==> config.mk <==
export PLATFORM = sky130hd
export DESIGN_NAME = sha1_stream_hasher_flat
export DESIGN_NICKNAME = d
export VERILOG_FILES = /design/src/sha1sh_pkg.sv /design/src/sha1sh_if.sv /design/src/sha1sh_sched.sv /design/src/sha1sh_compress.sv /design/src/sha1_stream_hasher.sv /design/src/flat_wrapper.sv
export SDC_FILE = /design/constraint.sdc
export NUM_CORES = 2
export LEC_CHECK = 0
export ABC_AREA = 1
export BUFFER_PORTS_ARGS = -buffer_cell sky130_fd_sc_hd__buf_2
export CAP_MARGIN = 0
export CORE_MARGIN = 2
export CORE_UTILIZATION = 67
export DETAILED_ROUTE_END_ITERATION = 12
export PLACE_DENSITY = 0.87
export SKIP_LAST_GASP = 1
export SLEW_MARGIN = 20
export SYNTH_ARGS = -nofsm -noshare
export SYNTH_HDL_FRONTEND = slang
export SYNTH_HIERARCHICAL = 1
export SYNTH_SLANG_ARGS = --single-unit
==> constraint.sdc <==
create_clock -name clk_i -period 24.6 [get_ports clk_i]
set_input_delay 0 -clock clk_i [delete_from_list [all_inputs] [get_ports clk_i]]
set_output_delay 0 -clock clk_i [all_outputs]
set_load 0.03 [all_outputs]
==> src/sha1sh_pkg.sv <==
// Package for the SHA-1 stream hasher: codes, constants, round functions
// and the control structs passed between the sequencer and its units.
package sha1sh_pkg;

  // Input word modes
  localparam logic [1:0] ModeStart  = 2'd0;
  localparam logic [1:0] ModeByte   = 2'd1;
  localparam logic [1:0] ModeFinish = 2'd2;

  localparam logic [4:0][31:0] ShaIv = {
    32'hC3D2E1F0, 32'h10325476, 32'h98BADCFE, 32'hEFCDAB89, 32'h67452301
  };

  localparam logic [7:0] PadMarker  = 8'h80;
  localparam logic [5:0] PadLenPos  = 6'd56;
  localparam logic [5:0] LastFill   = 6'd63;
  localparam logic [3:0] LenBytes   = 4'd8;
  localparam logic [6:0] LastRound  = 7'd79;
  localparam logic [6:0] ExpandFrom = 7'd16;
  localparam logic [6:0] Phase1From = 7'd20;
  localparam logic [6:0] Phase2From = 7'd40;
  localparam logic [6:0] Phase3From = 7'd60;
  localparam logic [2:0] DigestWords = 3'd5;

  typedef enum logic [1:0] {
    PhChoose = 2'd0,
    PhParity = 2'd1,
    PhMajor  = 2'd2,
    PhParity2 = 2'd3
  } sha_phase_e;

  typedef struct packed {
    logic       push;       // append one byte
    logic [7:0] data;
    logic       word_done;  // byte completes a 32-bit word
    logic       step;       // advance the schedule by one round
    logic       expand;     // round 16 onwards
  } sha_sched_ctrl_t;

  typedef struct packed {
    logic       init_iv;
    logic       load;
    logic       step;
    sha_phase_e phase;
    logic       accum;
  } sha_cmp_ctrl_t;

  function automatic logic [31:0] round_k(sha_phase_e ph);
    logic [31:0] k;
    case (ph)
      PhChoose: k = 32'h5A827999;
      PhParity: k = 32'h6ED9EBA1;
      PhMajor:  k = 32'h8F1BBCDC;
      default:  k = 32'hCA62C1D6;
    endcase
    return k;
  endfunction

  function automatic logic [31:0] round_f(sha_phase_e ph, logic [31:0] b,
                                          logic [31:0] c, logic [31:0] d);
    logic [31:0] f;
    case (ph)
      PhChoose: f = (b & c) | (~b & d);
      PhMajor:  f = (b & c) | (b & d) | (c & d);
      default:  f = b ^ c ^ d;
    endcase
    return f;
  endfunction

endpackage

==> src/sha1sh_if.sv <==
// Valid/ready channel interfaces of the SHA-1 stream hasher.
// Self-contained; no package needed.
interface sha1sh_in_if;
  logic       valid;
  logic       ready;
  logic [1:0] mode;
  logic [7:0] data_byte;

  modport source (output valid, mode, data_byte, input ready);
  modport sink   (input valid, mode, data_byte, output ready);
endinterface

interface sha1sh_out_if;
  logic        valid;
  logic        ready;
  logic [31:0] digest_word;
  logic [2:0]  word_index;
  logic        last;

  modport source (output valid, digest_word, word_index, last, input ready);
  modport sink   (input valid, digest_word, word_index, last, output ready);
endinterface

==> src/sha1sh_sched.sv <==
// Block buffer and rolling 16-word message schedule.
// Depends on sha1sh_pkg.
module sha1sh_sched (
  input  logic                        clk_i,
  input  sha1sh_pkg::sha_sched_ctrl_t ctrl_i,
  output logic [31:0]                 wt_o
);
  import sha1sh_pkg::*;

  logic [23:0]       acc_q;
  logic [15:0][31:0] win_q, win_d;
  logic [31:0]       full_word, mix, expd, wt, shift_in;
  logic              shift_en;

  // From round 16 on, the window holds w[t-16] at index 0 up to w[t-1] at index 15.
  always_comb begin
    full_word = {acc_q, ctrl_i.data};
    mix       = win_q[13] ^ win_q[8] ^ win_q[2] ^ win_q[0];
    expd      = {mix[30:0], mix[31]};
    wt        = ctrl_i.expand ? expd : win_q[0];
    shift_en  = (ctrl_i.push && ctrl_i.word_done) || ctrl_i.step;
    shift_in  = ctrl_i.step ? wt : full_word;
    win_d     = win_q;
    if (shift_en) begin
      for (int i = 0; i < 15; i++) begin
        win_d[i] = win_q[i + 1];
      end
      win_d[15] = shift_in;
    end
  end

  always_ff @(posedge clk_i) begin
    if (ctrl_i.push) begin
      acc_q <= full_word[23:0];
    end
    win_q <= win_d;
  end

  assign wt_o = wt;

endmodule

==> src/sha1sh_compress.sv <==
// Shared SHA-1 round unit: working words, chaining words, final add.
// Depends on sha1sh_pkg.
module sha1sh_compress (
  input  logic                      clk_i,
  input  logic                      rst_ni,
  input  sha1sh_pkg::sha_cmp_ctrl_t ctrl_i,
  input  logic [31:0]               wt_i,
  output logic [4:0][31:0]          chain_o
);
  import sha1sh_pkg::*;

  logic [4:0][31:0] chain_q, chain_d;
  logic [4:0][31:0] work_q, work_d;
  logic [31:0]      temp;

  // work index 0..4 is a..e
  always_comb begin
    temp = {work_q[0][26:0], work_q[0][31:27]}
         + round_f(ctrl_i.phase, work_q[1], work_q[2], work_q[3])
         + work_q[4] + round_k(ctrl_i.phase) + wt_i;
    work_d = work_q;
    if (ctrl_i.load) begin
      work_d = chain_q;
    end else if (ctrl_i.step) begin
      work_d[0] = temp;
      work_d[1] = work_q[0];
      work_d[2] = {work_q[1][1:0], work_q[1][31:2]};
      work_d[3] = work_q[2];
      work_d[4] = work_q[3];
    end
    chain_d = chain_q;
    if (ctrl_i.init_iv) begin
      chain_d = ShaIv;
    end else if (ctrl_i.accum) begin
      for (int i = 0; i < 5; i++) begin
        chain_d[i] = chain_q[i] + work_q[i];
      end
    end
  end

  always_ff @(posedge clk_i or negedge rst_ni) begin
    if (!rst_ni) begin
      chain_q <= ShaIv;
    end else begin
      chain_q <= chain_d;
    end
  end

  always_ff @(posedge clk_i) begin
    work_q <= work_d;
  end

  assign chain_o = chain_q;

endmodule

==> src/sha1_stream_hasher.sv <==
// SHA-1 stream hasher, one byte per word in, five digest words out.
// Start and data words are taken while idle; a data word that fills the
// block closes the input for the 80 rounds and the chaining add.
// Finish pads one byte a cycle (9 to 72), then runs one or two compressions
// and loads the digest, waiting while a previous digest still drains.
// Reset: initial chaining words, counters cleared, no digest pending.
module sha1_stream_hasher (
  input  logic         clk_i,
  input  logic         rst_ni,
  sha1sh_in_if.sink    in_i,
  sha1sh_out_if.source out_o
);
  import sha1sh_pkg::*;

  // One-hot sequencer states
  typedef enum logic [4:0] {
    StIdle  = 5'b00001,  // take input words
    StPad   = 5'b00010,  // append padding and length bytes
    StRound = 5'b00100,  // one compression round per cycle
    StAdd   = 5'b01000,  // fold working words into chaining words
    StDone  = 5'b10000   // hand digest to the output buffer
  } sha_state_e;

  sha_state_e       state_q, state_d;
  logic [5:0]       fill_q, fill_d;      // bytes held in the block
  logic [54:0]      blocks_q, blocks_d;  // blocks compressed, wraps
  logic [6:0]       round_q, round_d;
  logic             fin_q, fin_d;        // finish sequence running
  logic             mark_q, mark_d;      // 0x80 marker still to append
  logic [3:0]       len_cnt_q, len_cnt_d;
  logic [63:0]      len_q, len_d;        // message length in bits
  logic [2:0]       out_cnt_q, out_cnt_d;
  logic [4:0][31:0] out_words_q;
  logic             out_load;

  logic             in_acc, out_acc;
  logic             append_en;
  logic [7:0]       append_byte;
  logic             start;
  logic [4:0][31:0] chain;
  logic [31:0]      wt;
  sha_phase_e       phase;
  sha_sched_ctrl_t  sched_ctrl;
  sha_cmp_ctrl_t    cmp_ctrl;

  assign in_i.ready = (state_q == StIdle);
  assign in_acc     = in_i.valid && in_i.ready;
  assign out_acc    = out_o.valid && out_o.ready;

  // Round function group follows the round number
  always_comb begin
    if (round_q < Phase1From) begin
      phase = PhChoose;
    end else if (round_q < Phase2From) begin
      phase = PhParity;
    end else if (round_q < Phase3From) begin
      phase = PhMajor;
    end else begin
      phase = PhParity2;
    end
  end

  always_comb begin
    state_d     = state_q;
    fill_d      = fill_q;
    blocks_d    = blocks_q;
    round_d     = round_q;
    fin_d       = fin_q;
    mark_d      = mark_q;
    len_cnt_d   = len_cnt_q;
    len_d       = len_q;
    append_en   = 1'b0;
    append_byte = in_i.data_byte;
    start       = 1'b0;
    out_load    = 1'b0;

    case (state_q)
      StIdle: begin
        if (in_acc) begin
          case (in_i.mode)
            ModeStart: begin
              start = 1'b1;
            end
            ModeByte: begin
              append_en = 1'b1;
            end
            ModeFinish: begin
              // Length is blocks*512 + fill*8; the fields do not overlap.
              fin_d     = 1'b1;
              mark_d    = 1'b1;
              len_cnt_d = '0;
              len_d     = {blocks_q, fill_q, 3'b000};
              state_d   = StPad;
            end
            default: ;  // unused mode: drop the word
          endcase
        end
      end
      StPad: begin
        append_en = 1'b1;
        if (mark_q) begin
          append_byte = PadMarker;
          mark_d      = 1'b0;
        end else if (len_cnt_q == '0 && fill_q != PadLenPos) begin
          append_byte = '0;
        end else begin
          append_byte = len_q[63:56];
          len_d       = {len_q[55:0], 8'h00};
          len_cnt_d   = len_cnt_q + 4'd1;
        end
      end
      StRound: begin
        round_d = round_q + 7'd1;
        if (round_q == LastRound) begin
          state_d = StAdd;
        end
      end
      StAdd: begin
        blocks_d = blocks_q + 55'd1;
        round_d  = '0;
        if (!fin_q) begin
          state_d = StIdle;
        end else if (len_cnt_q == LenBytes) begin
          state_d = StDone;
        end else begin
          state_d = StPad;
        end
      end
      StDone: begin
        // Wait for the previous digest to drain
        if (out_cnt_q == '0) begin
          out_load = 1'b1;
          fin_d    = 1'b0;
          state_d  = StIdle;
        end
      end
      default: begin
        state_d = StIdle;
      end
    endcase

    if (start) begin
      fill_d   = '0;
      blocks_d = '0;
    end
    if (append_en) begin
      fill_d = fill_q + 6'd1;
      if (fill_q == LastFill) begin
        state_d = StRound;  // block full: compress it
        round_d = '0;
      end
    end
  end

  always_comb begin
    sched_ctrl.push      = append_en;
    sched_ctrl.data      = append_byte;
    sched_ctrl.word_done = (fill_q[1:0] == 2'b11);
    sched_ctrl.step      = (state_q == StRound);
    sched_ctrl.expand    = (round_q >= ExpandFrom);

    cmp_ctrl.init_iv = start;
    cmp_ctrl.load    = append_en && (fill_q == LastFill);
    cmp_ctrl.step    = (state_q == StRound);
    cmp_ctrl.phase   = phase;
    cmp_ctrl.accum   = (state_q == StAdd);
  end

  sha1sh_sched u_sched (
    .clk_i  (clk_i),
    .ctrl_i (sched_ctrl),
    .wt_o   (wt)
  );

  sha1sh_compress u_compress (
    .clk_i   (clk_i),
    .rst_ni  (rst_ni),
    .ctrl_i  (cmp_ctrl),
    .wt_i    (wt),
    .chain_o (chain)
  );

  // Output buffer: lets a new message start while the digest drains
  always_comb begin
    out_cnt_d = out_cnt_q;
    if (out_load) begin
      out_cnt_d = DigestWords;
    end else if (out_acc) begin
      out_cnt_d = out_cnt_q - 3'd1;
    end
  end

  always_ff @(posedge clk_i) begin
    if (out_load) begin
      out_words_q <= chain;
    end else if (out_acc) begin
      out_words_q <= {32'h0, out_words_q[4:1]};
    end
  end

  always_ff @(posedge clk_i or negedge rst_ni) begin
    if (!rst_ni) begin
      state_q   <= StIdle;
      fill_q    <= '0;
      blocks_q  <= '0;
      round_q   <= '0;
      fin_q     <= 1'b0;
      mark_q    <= 1'b0;
      len_cnt_q <= '0;
      out_cnt_q <= '0;
    end else begin
      state_q   <= state_d;
      fill_q    <= fill_d;
      blocks_q  <= blocks_d;
      round_q   <= round_d;
      fin_q     <= fin_d;
      mark_q    <= mark_d;
      len_cnt_q <= len_cnt_d;
      out_cnt_q <= out_cnt_d;
    end
  end

  always_ff @(posedge clk_i) begin
    len_q <= len_d;
  end

  assign out_o.valid       = (out_cnt_q != '0);
  assign out_o.digest_word = out_words_q[0];
  assign out_o.word_index  = DigestWords - out_cnt_q;
  assign out_o.last        = (out_cnt_q == 3'd1);

endmodule

==> src/flat_wrapper.sv <==
// flat-port wrapper written by rule: the top's interface ports become plain ports
module sha1_stream_hasher_flat import sha1sh_pkg::*;
  (clk_i, rst_ni, in_i_valid, in_i_mode, in_i_data_byte, in_i_ready, out_o_valid, out_o_digest_word, out_o_word_index, out_o_last, out_o_ready);
  sha1sh_in_if in_i_i ();
  sha1sh_out_if out_o_i ();
  input  logic clk_i;
  input  logic rst_ni;
  input wire logic [$bits(in_i_i.valid)-1:0] in_i_valid;
  input wire logic [$bits(in_i_i.mode)-1:0] in_i_mode;
  input wire logic [$bits(in_i_i.data_byte)-1:0] in_i_data_byte;
  output wire logic [$bits(in_i_i.ready)-1:0] in_i_ready;
  output wire logic [$bits(out_o_i.valid)-1:0] out_o_valid;
  output wire logic [$bits(out_o_i.digest_word)-1:0] out_o_digest_word;
  output wire logic [$bits(out_o_i.word_index)-1:0] out_o_word_index;
  output wire logic [$bits(out_o_i.last)-1:0] out_o_last;
  input wire logic [$bits(out_o_i.ready)-1:0] out_o_ready;
  assign in_i_i.valid = in_i_valid;
  assign in_i_i.mode = in_i_mode;
  assign in_i_i.data_byte = in_i_data_byte;
  assign in_i_ready = in_i_i.ready;
  assign out_o_valid = out_o_i.valid;
  assign out_o_digest_word = out_o_i.digest_word;
  assign out_o_word_index = out_o_i.word_index;
  assign out_o_last = out_o_i.last;
  assign out_o_i.ready = out_o_ready;
  sha1_stream_hasher u_core (.clk_i(clk_i), .rst_ni(rst_ni), .in_i(in_i_i), .out_o(out_o_i));
endmodule
# Yosys cells after proc, flatten, opt, wreduce, memory -nomap -nowiden
# Index checks and enable logic that the tools add are counted.
[word_totals]
mem_count = 0
output_inout_bits = 38
register_bits = 1162
elab_cells = 170
mem_bits_rw = 0
input_bits = 14
latchBits = 0
mem_bits_ro = 0
[classes]
n_shift = 0
n_div = 0
multipliers = 0
n_eq_ne = 20
add_sub_neg = 15
n_reduce_logical = 20
n_bitwise = 13
order_cmp = 4
n_mux = 57
[op_table]
columns = ["operator", "count"]
rows = [
  ["$mux 160", 6],
  ["$add 32x32->32", 9],
  ["$mux 64", 4],
  ["$xor 32x32->32", 5],
  ["$and 32x32->32", 4],
  ["$pmux 64 s2", 1],
  ["$mux 55", 2],
  ["$or 32x32->32", 3],
  ["$pmux 32 s3", 1],
  ["$mux 32", 2],
  ["$pmux 32 s2", 1],
  ["$add 55x1->55 const B", 1],
  ["$mux 5", 8],
  ["$not 32->32", 1],
  ["$pmux 5 s5", 1],
  ["$mux 8", 3],
  ["$mux 4", 4],
  ["$lt 7x6->1 const B", 2],
  ["$mux 7", 2],
  ["$pmux 7 s2", 1],
  ["$mux 6", 2],
  ["$reduce_bool 2->1", 6],
  ["$mux 1", 11],
  ["$ne 2x2->1 const B", 4],
  ["other kinds (33)", 45],
]

# Depth between registers and ports, before layout
[depth]
word_depth = 12
depth_mapped = 30
mapped_depth_nobuf = 29

# Cells and area by module
# The synthesis kept the hierarchy.
[modules_own_cells]
columns = ["mod", "area_each_um2", "seq_area_each_um2", "n_inst", "cells_each"]
rows = [
  ["sha1sh_compress", 30359.1, 8908.5, 1, 4547],
  ["sha1sh_sched", 18891.9, 16095.4, 1, 1194],
  ["sha1_stream_hasher", 14780.4, 8689.6, 1, 1700],
]

# Worst setup path after synthesis
# No wires, ideal clock.
[synth_timing]
path_type = "register -> register"
startpoint = "register u_core.state_q[0]"
endpoint = "register u_core/u_sched/win_q[0] in the netlist's numbering (enable)"
arrival_ns = 9.607
required_ns = 20.944
setup_slack_ns = 11.338
setup_time_ns = 3.656
n_path_buf = 0
synth_period_minus_slack_ns = 13.262
path_stages_with_launch = 7
cell_sequence = "dfstp_2 > nor2_1 > and3_4 > inv_4 > nand2_2 > nand2_1 > nand2_1"
[synth_between]
elab_chain_len = 6
word_cells_on_any_way = 8
classes_between = "3 x eq/ne; 2 x mux; 3 x reduce/logical"
[synth_lines]
columns = ["item", "line_no", "text"]
rows = [
  ["start, declared", "sha1_stream_hasher.sv:24", "sha_state_e state_q, state_d;"],
  ["start signal, assigned", "sha1_stream_hasher.sv:203", "state_q <= StIdle;"],
  ["start signal, assigned", "sha1_stream_hasher.sv:212", "state_q <= state_d;"],
  ["$eq 5x1->1", "sha1_stream_hasher.sv:46, sha1_stream_hasher.sv:77", ""],
  ["$logic_and 1x1->1", "sha1_stream_hasher.sv:47", "assign in_acc = in_i.valid && in_i.ready;"],
  ["$mux 1", "sha1_stream_hasher.sv:79", "if (in_acc) begin"],
  ["$pmux 1 s2 *", "sha1_stream_hasher.sv:77", "case (state_q)"],
  ["via u_core.append_en", "sha1_stream_hasher.sv:37", "logic append_en;"],
  ["$logic_and 1x1->1 *", "sha1sh_sched.sv:21", "shift_en = (ctrl_i.push && ctrl_i.word_done) || ctrl_i.step;"],
  ["$logic_or 1x1->1 *", "sha1sh_sched.sv:21", ""],
  ["via u_core.u_sched.shift_en", "sha1sh_sched.sv:13", "logic shift_en;"],
  ["end signal, assigned", "sha1sh_sched.sv:36", "win_q <= win_d;"],
  ["end, declared", "sha1sh_sched.sv:11", "logic [15:0][31:0] win_q, win_d;"],
]
# Mark *: on every way through the listed nets, which the timed path passes. The rest lies on a longest branch.
# A chain may end at the register's enable or synchronous reset.

==> out/metrics.yaml <==
skew_ps: 88.4
rsz0062_at_grt: "no"
synth-main-ff-cell: "edfxtp_1"
holdPathEnd: "u_core/u_sched/acc_q[6]"
drc_errors: 0
topRoutingLayerUsed: "met5"
syn_inst: 7441
synth_compound_area_share_pct: 5.62
htree_num_levels: 3
cp-start-kind: "flip-flop"
tightestPinTransition_ps: 1130
dr_total_vias: 54300
core.rowCount: 113
placed_cells: 8615
maxCapViolations: 0
ys_ff_latch: 1159
drtPass1Iterations: 9
core_um2: 94900
max_freq_mhz: 164
yosys.area_share.adder_pct: 7.89
syn_area_um2: 64000
wl_mm: 218
cts_inserted_buffers: 116
yosys_warnings: 6
gp_congestion: 1.14
timing.rr.start: "u_core/round_q[3]"
place.port_buffers: 51
crit_arrival_ps: 6620
synthMuxAreaShare_pct: 0
dr_wl_met2_mm: 94.0
grt_start_max_net_pins: 202
drt-met1-wl_mm: 78.7
viasPerCell: 6.13
worst_setup_path_end_kind: "flip-flop"
crit_type: "flip-flop to flip-flop"
r2r-end: "u_core/u_compress/work_q[29]"
synth-xor-area-share_pct: 1.09
hold_viol_final: 0
synth_top_family_by_area: "simple AND/OR/NAND/NOR gates"
clock-root-buffer: "clkbuf_16"
tns_ps: 0
synth_fp_nets: 7784
leakagePower_nw: 32.4
avgRoutedWirePerCell_um: 24.6
dieHeight_um: 313
fin_hold_ws_ps: 210
postRouteAntennaNets: 0
num_io_pins: 52
met3_length_mm: 30.9
grt_use_total_pct: 43.9
async_flop_share_pct: 20.9
cts_sinks: 1159
power_density_nw_per_um2: 95.1
grt_pass1_wl_mm: 318
max-slew-margin-rel_pct: 24.4
min_period_over_period_pct: 24.8
ir_drop_mv: 0.0746
dpl.hpwl_mm: 151
antenna_found_initial: 14
maxSlewViolCount: 0
initial_core_util_pct: 67.5
drive_gt1_share_pct: 6.07
final_cell_mix: "nand2_1 (2645), inv_1 (1246), edfxtp_1 (917), nor2_1 (538), nand3_1 (370)"
initialDrtViolationCount: 8715
rrSetupSlack_ps: 18490
clkLatencyLatePin_ps: 800
fin_nets: 7828
critPathRequiredTime_ps: 25110
hold_depth: 4
clkTransAtPathRegs_ps: 60
cts_tree: "done"
clk_path_buf_depth: 3
period_minus_slack_ps: 6110
post_layout_nonfiller_instances: 8856
ys_types: 59
status: "completed"
die_w_um: 313
post_cts_resized: 0
hp-start: "in_i_data_byte[6]"
grt-ovfl-total: 0
r2r_cells: 26
synth_edf_count: 917
synthToLayoutAreaGrowth_pct: 8.67
layout_commonest_cell: "nand2_1"
grt_pass1_vias: 51500
hold_path.class: "input pin to flip-flop"
seq_area_frac_synth_pct: 52.6
synth-simple-area-share_pct: 23.8
dieArea_um2: 98100
finalSetupViolCount: 0
syn-mean-instance-area_um2: 8.61
cp_max_fo: 13
-- worst max-delay path, stage by stage, from the launching register on --
cell     delay, ps
dfrtp_1        450
o21ai_0        330
nand2_1         80
o21ai_0        140
inv_1          130
inv_1          100
ha_1           410
nor2_1         200
inv_1          540
o22ai_1        200
nor2_1         300
fa_1           480
fa_1           460
inv_1           70
ha_1           240
inv_1           90
fa_1           420
inv_1          170
nand3_1        140
nand3_1        250
nand2_1         90
nand3_1        180
nand2_1        110
nand2_1         80
nand2_1         50
nand3_1         70
nand2_1         60
-- power by group --
| part | switching [W] | internal [W] |
|---|---|---|
| logic | 0.00136 | 0.000601 |
| registers | 0.000285 | 0.00243 |
| clock network | 0.000845 | 0.00110 |
| total | 0.00249 | 0.00413 |
-- cells in the mapped netlist (all sizes together), types with 2 or more instances --
cell type / number / share of area [%]
o211ai: 2 / 0.023
o221ai: 24 / 0.33
inv: 1259 / 7.4
nand4: 63 / 0.66
nand2: 2667 / 16
dfrtp: 161 / 6.3
fa: 125 / 3.9
or2: 42 / 0.41
a31oi: 2 / 0.020
a211oi: 2 / 0.023
a32o: 4 / 0.063
a22o: 5 / 0.068
nand3: 374 / 3.0
nor3: 48 / 0.39
o22ai: 40 / 0.39
o21bai: 28 / 0.33
a21o: 7 / 0.082
edfxtp: 917 / 43
nor4: 3 / 0.029
xnor2: 43 / 0.59
nor2: 560 / 3.5
o21ai: 314 / 2.5
and3: 5 / 0.057
ha: 204 / 4.0
xor2: 37 / 0.51
buf: 115 / 1.2
nand3b: 7 / 0.082
and2: 8 / 0.078
a21oi: 223 / 1.7
dfstp: 81 / 3.3
o21a: 3 / 0.035
clkbuf: 61 / 0.36
-- state kept, by name, summed over array words and instances, names as in the netlist --
register	flops
u_core/u_compress/chain_o	160
u_core/len_cnt_q	4
u_core/mark_q	1
u_core/blocks_q	55
u_core/u_sched/win_q	512
u_core/u_sched/acc_q	24
u_core/u_compress/work_q	160
u_core/round_q	7
u_core/state_q	5
u_core/out_o.digest_word	32
u_core/fin_q	1
u_core/out_cnt_q	3
u_core/fill_q	6
u_core/out_words_q	128
u_core/len_q	61
-- worst max-delay path by stage --
stage | from | cells after the start | endpoint | slack, ps
after floorplan | u_core/state_q[0] | 6 | u_core/u_sched/win_q[0] | 11340
after global placement | u_core/state_q[3] | 9 | u_core/u_sched/win_q[248] | 18960
after detailed placement | u_core/state_q[3] | 9 | u_core/u_sched/win_q[476] | 18750
after CTS | u_core/state_q[3] | 9 | u_core/u_sched/win_q[145] | 18750
after global routing | u_core/round_q[3] | 26 | u_core/u_compress/work_q[17] | 18350
final | u_core/round_q[3] | 26 | u_core/u_compress/work_q[29] | 18490
-- metrics by stage --
stage | util [%] | setup WS [ps] | power, W | instance area [um^2]
after global routing | 73.3 | 18350 | 0.00690 | 69600
after global placement | 68.7 | 18960 | 0.00452 | 65200
after CTS | 73.3 | 18750 | 0.00653 | 69600
after detailed placement | 68.7 | 18750 | 0.00459 | 65200
final | 73.3 | 18490 | 0.00662 | 69600
after floorplan | - | 11340 | 0.00398 | 64000
-- timing repair --
item | CTS | global route
setup buffers | 0 | 0
hold buffers | 16 | 0
hold endpoints to repair | 115 | 0
setup endpoints to repair | 0 | 0
-- kinds of logic (layout without fill, tap and decap cells) --
group | Yosys count | after routing
other | 0 | 2
flip-flops | 1159 | 1159
AND/OR/NAND/NOR | 3778 | 3778
XOR/XNOR | 80 | 80
buffers and inverters | 1436 | 1584
AO/OA/AOI/OAI | 659 | 659
adder cells (fa/ha/maj) | 329 | 329
-- layer usage --
metal | global-route usage [%] | vias to the layer above
li1 | - | 23700
met1 | 58.9 | 25300
met2 | 66.2 | 4316
met3 | 11.8 | 874
met5 | 0 | -
met4 | 22.4 | 22
-- cell type report --
type	instances	area, um^2
tap	1265	1580
timing repair buffer	102	738
sequential	1159	33700
fill	6722	25300
clock inverter	85	1100
clock buffer	137	3050
antenna	2	5.00
inverter	1260	4750
multi-input combinational	4846	24700
Note: power is estimated with default switching activity, not from simulation.
